**config.mk**
```make
export PLATFORM = sky130hd
export DESIGN_NAME = bsmc_fpu
export DESIGN_NICKNAME = d
export VERILOG_FILES = /design/src/bsmc_pkg.sv /design/src/bsmc_fpu.sv
export SDC_FILE = /design/constraint.sdc
export NUM_CORES = 2
export LEC_CHECK = 0
export BUFFER_PORTS_ARGS = -buffer_cell sky130_fd_sc_hd__buf_4
export CELL_PAD_IN_SITES_DETAIL_PLACEMENT = 1
export CELL_PAD_IN_SITES_GLOBAL_PLACEMENT = 1
export CORE_ASPECT_RATIO = 0.6
export CORE_MARGIN = 2
export CORE_UTILIZATION = 40
export DETAILED_ROUTE_END_ITERATION = 8
export PLACE_DENSITY = 0.78
export SYNTH_ARGS = -nofsm -noshare
export SYNTH_HDL_FRONTEND = slang
export SYNTH_SLANG_ARGS = --single-unit
```
**constraint.sdc**
```tcl
create_clock -name vclk -period 22.5
set_input_delay 2.25 -clock vclk [all_inputs]
set_output_delay 2.25 -clock vclk [all_outputs]
set_load 0.05 [all_outputs]
```
**src/bsmc_pkg.sv**
```systemverilog
package bsmc_pkg;

    localparam int MAX_BONES   = 256;
    localparam int WORLD_WORDS = 12;
    localparam int WORLD_DEPTH = MAX_BONES * WORLD_WORDS;
    localparam int WORLD_AW    = $clog2(WORLD_DEPTH);

    localparam int IN_W  = 280;
    localparam int OUT_W = 144;

    localparam logic [31:0] QNAN = 32'h7FC0_0000;

    localparam logic [1:0] ROW_LAST = 2'd2;
    localparam logic [1:0] ROW_NONE = 2'd3;

    localparam logic [2:0] CFG_ROOT_R0_C01 = 3'd0;
    localparam logic [2:0] CFG_ROOT_R0_C23 = 3'd1;
    localparam logic [2:0] CFG_ROOT_R1_C01 = 3'd2;
    localparam logic [2:0] CFG_ROOT_R1_C23 = 3'd3;
    localparam logic [2:0] CFG_ROOT_R2_C01 = 3'd4;
    localparam logic [2:0] CFG_ROOT_R2_C23 = 3'd5;

    typedef logic [31:0] t_word;

    typedef enum logic [2:0] {
        S_IDLE,
        S_LOAD,
        S_MAC1,
        S_STORE,
        S_MAC2,
        S_EMIT
    } t_state;

    typedef struct packed {
        t_word mul_a;
        t_word mul_b;
        t_word add_a;
        t_word add_b;
    } t_fpu_req;

    typedef struct packed {
        t_word mul_y;
        t_word add_y;
    } t_fpu_rsp;

endpackage

```
**src/bsmc_fpu.sv**
```systemverilog
module bsmc_fpu (
    input  bsmc_pkg::t_fpu_req i_req,
    output bsmc_pkg::t_fpu_rsp o_rsp
);
    import bsmc_pkg::*;

    // value = p * 2^e, p nonzero; round to nearest even, subnormals kept
    function automatic t_word f_round(logic sgn, logic [47:0] p, logic signed [11:0] e);
        logic [5:0]         pos;
        logic [47:0]        pn;
        logic signed [12:0] be;
        logic [95:0]        u;
        logic [6:0]         sh;
        logic [30:0]        mag;
        logic               up;
        t_word              res;
        pos = '0;
        for (int i = 0; i < 48; i++) begin
            if (p[i]) begin
                pos = 6'(i);
            end
        end
        pn = p << (6'd47 - pos);
        be = 13'(e) + 13'sd127 + $signed({7'b0, pos});
        u  = '0;
        sh = '0;
        if (be >= 13'sd255) begin
            res = {sgn, 8'hFF, 23'b0};
        end else if (be >= 13'sd1) begin
            mag = {be[7:0], pn[46:24]};
            up  = pn[23] & ((|pn[22:0]) | pn[24]);
            res = {sgn, mag + 31'(up)};
        end else begin
            sh  = (be < -13'sd62) ? 7'd63 : 7'(13'sd1 - be);
            u   = {pn, 48'b0} >> sh;
            mag = {8'b0, u[94:72]};
            up  = u[71] & ((|u[70:0]) | u[72]);
            res = {sgn, mag + 31'(up)};
        end
        return res;
    endfunction

    function automatic t_word f_mul(t_word a, t_word b);
        logic               s, na, nb, ia, ib, za, zb;
        logic [7:0]         ea, eb;
        logic [23:0]        ma, mb;
        logic signed [11:0] e;
        t_word              res;
        s  = a[31] ^ b[31];
        na = (a[30:23] == 8'hFF) && (a[22:0] != '0);
        nb = (b[30:23] == 8'hFF) && (b[22:0] != '0);
        ia = (a[30:23] == 8'hFF) && (a[22:0] == '0);
        ib = (b[30:23] == 8'hFF) && (b[22:0] == '0);
        za = (a[30:0] == '0);
        zb = (b[30:0] == '0);
        ea = (a[30:23] == '0) ? 8'd1 : a[30:23];
        eb = (b[30:23] == '0) ? 8'd1 : b[30:23];
        ma = {a[30:23] != '0, a[22:0]};
        mb = {b[30:23] != '0, b[22:0]};
        e  = $signed({4'b0, ea}) + $signed({4'b0, eb}) - 12'sd300;
        if (na || nb || (ia && zb) || (za && ib)) begin
            res = QNAN;
        end else if (ia || ib) begin
            res = {s, 8'hFF, 23'b0};
        end else if (za || zb) begin
            res = {s, 31'b0};
        end else begin
            res = f_round(s, ma * mb, e);
        end
        return res;
    endfunction

    function automatic t_word f_add(t_word a, t_word b);
        logic               na, nb, ia, ib, swp, sx, sy;
        t_word              x, y;
        logic [7:0]         ex, ey, d;
        logic [4:0]         dd;
        logic [23:0]        mx, my;
        logic [53:0]        w;
        logic [26:0]        ax, ay;
        logic [27:0]        sum;
        logic signed [11:0] e;
        t_word              res;
        na  = (a[30:23] == 8'hFF) && (a[22:0] != '0);
        nb  = (b[30:23] == 8'hFF) && (b[22:0] != '0);
        ia  = (a[30:23] == 8'hFF) && (a[22:0] == '0);
        ib  = (b[30:23] == 8'hFF) && (b[22:0] == '0);
        swp = (b[30:0] > a[30:0]);
        x   = swp ? b : a;
        y   = swp ? a : b;
        sx  = x[31];
        sy  = y[31];
        ex  = (x[30:23] == '0) ? 8'd1 : x[30:23];
        ey  = (y[30:23] == '0) ? 8'd1 : y[30:23];
        mx  = {x[30:23] != '0, x[22:0]};
        my  = {y[30:23] != '0, y[22:0]};
        d   = ex - ey;
        dd  = (d > 8'd26) ? 5'd27 : d[4:0];
        w   = {my, 3'b0, 27'b0} >> dd;
        ax  = {mx, 3'b0};
        ay  = {w[53:28], w[27] | (|w[26:0])};
        sum = (sx == sy) ? ({1'b0, ax} + {1'b0, ay}) : ({1'b0, ax} - {1'b0, ay});
        e   = $signed({4'b0, ex}) - 12'sd173;
        if (na || nb || (ia && ib && (a[31] != b[31]))) begin
            res = QNAN;
        end else if (ia) begin
            res = a;
        end else if (ib) begin
            res = b;
        end else if (sum == '0) begin
            res = {a[31] & b[31], 31'b0};
        end else begin
            res = f_round(sx, {sum, 20'b0}, e);
        end
        return res;
    endfunction

    assign o_rsp.mul_y = f_mul(i_req.mul_a, i_req.mul_b);
    assign o_rsp.add_y = f_add(i_req.add_a, i_req.add_b);

endmodule

```
Word-level counts from Yosys, hierarchy flattened
Cells that the tools add are included.

Register bits after elaboration: 0. Input bits: 128. Output and inout port bits: 64. Word-level logic and storage cells: 195.

$add $sub $neg: 18. Multipliers: 1. $lt $le $gt $ge: 8. Equality and inequality tests: 6. Shift operators: 5. Multiplexer cells: 103. Bitwise logic cells: 11. Reductions and logical operators: 43.

Operator list (number): 2-to-1 mux 6 bit (80); 2-to-1 mux 32 bit (7); right shift 96 x 7 -> 95 bit (2); 2-to-1 mux 31 bit (6); OR reduction 71 bit (2); << shifter 48 x 6 -> 48 bit (2); zero test 23 bit (4); nonzero test 23 bit (4); adder 31 x 1 -> 31 bit (2); zero test 31 bit (2); right shift 54 x 5 -> 54 bit (1); adder 23 x 1 -> 24 bit (2); multiplier 24 x 24 -> 48 bit (1); OR reduction 23 bit (2); equality test 8 bit, second input constant (4); zero test 8 bit (4); 2-to-1 mux 8 bit (4); nonzero test 8 bit (4); > comparator 31 bit (1); adder 27 x 27 -> 28 bit (1); zero test 28 bit (1); 2-to-1 mux 28 bit (1); subtractor 27 x 27 -> 28 bit (1); OR reduction 27 bit (1); 27 further kinds (56).

Depth between registers and ports, before layout
Word-level depth: 65. Gate-level depth with buffers: 85. Mapped depth without buffers: 78.

Least setup slack after synthesis
No wires, ideal clock.

Path kind: input -> output. Start: in i_req[60] in the netlist's numbering. End: out o_rsp[17] in the netlist's numbering. Arrival: 18791 ps. Required time: 20250 ps. Slack: 1459 ps. Cell stages on the path: 79. Path buffers: 9. Cell sequence: inv_1 ha_1 nand4_2 nor4_4 nand2_1 a21o_1 buf_4 nand2_2 buf_1 clkbuf_1 nor2_1 a21oi_1 nand2_1 nor3_1 nand4_1 and2_1 ha_1 fa_1 [43 not listed] nor3_1 nor2_1 nand3_1 and2_1 nor2_1 clkbuf_1 buf_1 nand2_1 o211ai_1 nor2_1 a211oi_1 nor3_1 o31ai_1 o221ai_1 nor4_4 nand4_1 a211o_1 a311oi_1.

RTL lines: start, declared (RTL line bsmc_fpu.sv:2) `input bsmc_pkg::t_fpu_req i_req,`; end, declared (RTL line bsmc_fpu.sv:3) `output bsmc_pkg::t_fpu_rsp o_rsp`.

==> results.yml <==
logic_synthesis:
  netlist.area_leader.share_pct: 21.7
  synth_area_um2: 44900
  avgSynthCellArea_um2: 7.04
  synthDistinctLibCells: 122
  synth_cells: 6377
  synth.net_count: 7305
  yosysSeqAreaShare_pct: 0
  synth_warnings: 0
  synth.area.top_cells: "fa_1 (22%), ha_1 (8.7%), nand2_1 (6.5%)"
  yosysTopAreaCell: "fa_1"
global_route:
  grt-ovfl-total: 0
  grt_first_pass_wirelength_mm: 346
  antenna_found_initial: 1
  grt_max_degree: 66
  grt_pass1_vias: 53800
  track_usage_pct: 38.6
setup_path:
  crit_slowest_cell: "a22oi_1"
  critPathMaxFanout: 47
  crit_required_ns: 20.25
  critPathLaunchType: "input pin"
  cp-end-kind: "output pin"
  cp.arrival_ns: 19.65
  critPathKind: "in -> out"
  cpPeakStageDelay_ns: 0.72
timing:
  drv_slew: 0
  slew_headroom_pct: 9.91
  setup_violations: 0
  worst_pin_slew_ns: 1.35
  fmax_ghz: 0.0457
  min_period_ns: 21.90
  fin_setup_tns_ns: 0
  rsz0062_at_grt: "no"
  hold_violations: 0
  timing.final.crit_share_pct: 97.3
detailed_routing:
  ant_nets: 0
  drc: 0
  drt-pass1-iter-count: 8
  drt_iter0_drc: 6444
  via_count: 53000
  viasPerCell: 6.65
  avgRoutedWirePerCell_um: 28.8
  wirelength_mm: 230
die:
  dieArea_um2: 115000
  die_x_um: 437
  core_area_um2: 112000
  rows: 95
  num_io_pins: 192
  initial_core_util_pct: 40.2
  die_h_um: 264
min_path:
  min_to: "o_rsp[63]"
  hp-start: "i_req[127]"
  min_path_cells: 4
  hold_path_class: "in -> out"
placement:
  hpwl_mm: 191
  routabilityCongestion: 1.07
  port_buffers: 192
run_status:
  status: "complete, no violations"
layout:
  drive_gt1_share_pct: 10.4
  design.seq.count: 0
  layout_common_cells: "nand2_1 (772), inv_1 (698), fa_1 (487), buf_4 (466), nor2_1 (460)"
  final_common_cell: "nand2_1"
  nClkBuffers: 0
  final_nets: 7396
  area_growth_pct: 9.11
  num_antenna_cells: 0
  ff_latch_area_um2: 0
clocking:
  ctsHoldBuffers: 0
flow_run:
  cap_violations: 0
==> critical path, delay by kind of cell <==
kind | cells | cell delay (ns)
AOI/OAI and AO/OA | 30 | 7.36
xor gates and xnor gates | 1 | 0.24
adders and majority gates | 7 | 2.30
buffers and inverters | 15 | 2.29
and+or+nand+nor | 21 | 5.17
==> metal layers <==
layer | routed length (µm) | up-vias | track usage, %
met5 | 381 | - | 2.40
met1 | 102000 | 26700 | 56.6
met3 | 30400 | 412 | 12.6
met4 | 5620 | 6 | 7.81
met2 | 91300 | 3256 | 54.3
li1 | - | 22600 | -
==> how the worst max path moves through the flow <==
stage	start	end	cells after the start
2_1_floorplan	i_req[60]	o_rsp[17]	79
3_3_place_gp	i_req[60]	o_rsp[22]	78
3_5_place_dp	i_req[61]	o_rsp[22]	78
4_1_cts	i_req[61]	o_rsp[22]	78
5_1_grt	i_req[46]	o_rsp[22]	77
6_report	i_req[46]	o_rsp[21]	74
==> cell usage after synthesis (39+ instances only) <==
| cell type | n |
|---|---|
| inv_1 | 700 |
| and3_1 | 46 |
| a31oi_1 | 69 |
| nand4_1 | 84 |
| xor2_1 | 74 |
| nor4_1 | 86 |
| nand2b_1 | 56 |
| mux2i_1 | 90 |
| a21oi_1 | 347 |
| nor2_1 | 467 |
| nor3_1 | 237 |
| a21o_1 | 70 |
| a211oi_1 | 101 |
| clkbuf_1 | 312 |
| fa_1 | 487 |
| and2_1 | 311 |
| nand3_1 | 185 |
| xnor2_1 | 115 |
| nand2_1 | 773 |
| o21ai_0 | 284 |
| ha_1 | 313 |
| a22oi_1 | 39 |
| or3_1 | 49 |
| o211ai_1 | 104 |
| or2_2 | 46 |
| o22ai_1 | 88 |
| o31ai_1 | 46 |
==> stage by stage <==
step	cell area (µm²)	util (%)	hold WS, ns	setup WS, ns	cells
5_1_grt	49000	43.9	4.93	0.0273	7969
4_1_cts	48900	43.8	4.92	0.638	7967
3_5_place_dp	48900	43.8	4.92	0.741	7967
6_report	49000	43.9	4.92	0.604	7969
2_1_floorplan	44900	-	4.78	1.46	6377
3_3_place_gp	48900	43.8	4.92	1.06	7967
==> what timing repair did <==
action                     in CTS  in global routing
setup endpoints to repair       0                 24
gates resized for setup         0                 18
buffers inserted                0                  2
==> cell families (layout without fill, tap and decap cells) <==
logic type | count (synthesis) | in the layout | share of synthesized area [%]
compound gates | 1661 | 1661 | 25.4
xor+xnor | 189 | 189 | 3.69
buf+inv | 1090 | 1179 | 9.31
mux | 145 | 145 | 3.81
simple gates | 2492 | 2492 | 27.4
fa+ha+maj | 800 | 800 | 30.4
==> area by class of cell <==
type	instances	area [µm²]
Inverter	710	2670
Tap cell	1503	1880
Multi-Input combinational cell	5287	40900
Fill cell	14300	62600
Timing Repair Buffer	469	3560
Power is not shown: default switching activity piles up to over one toggle a cycle in this logic, so the estimate is an artifact.
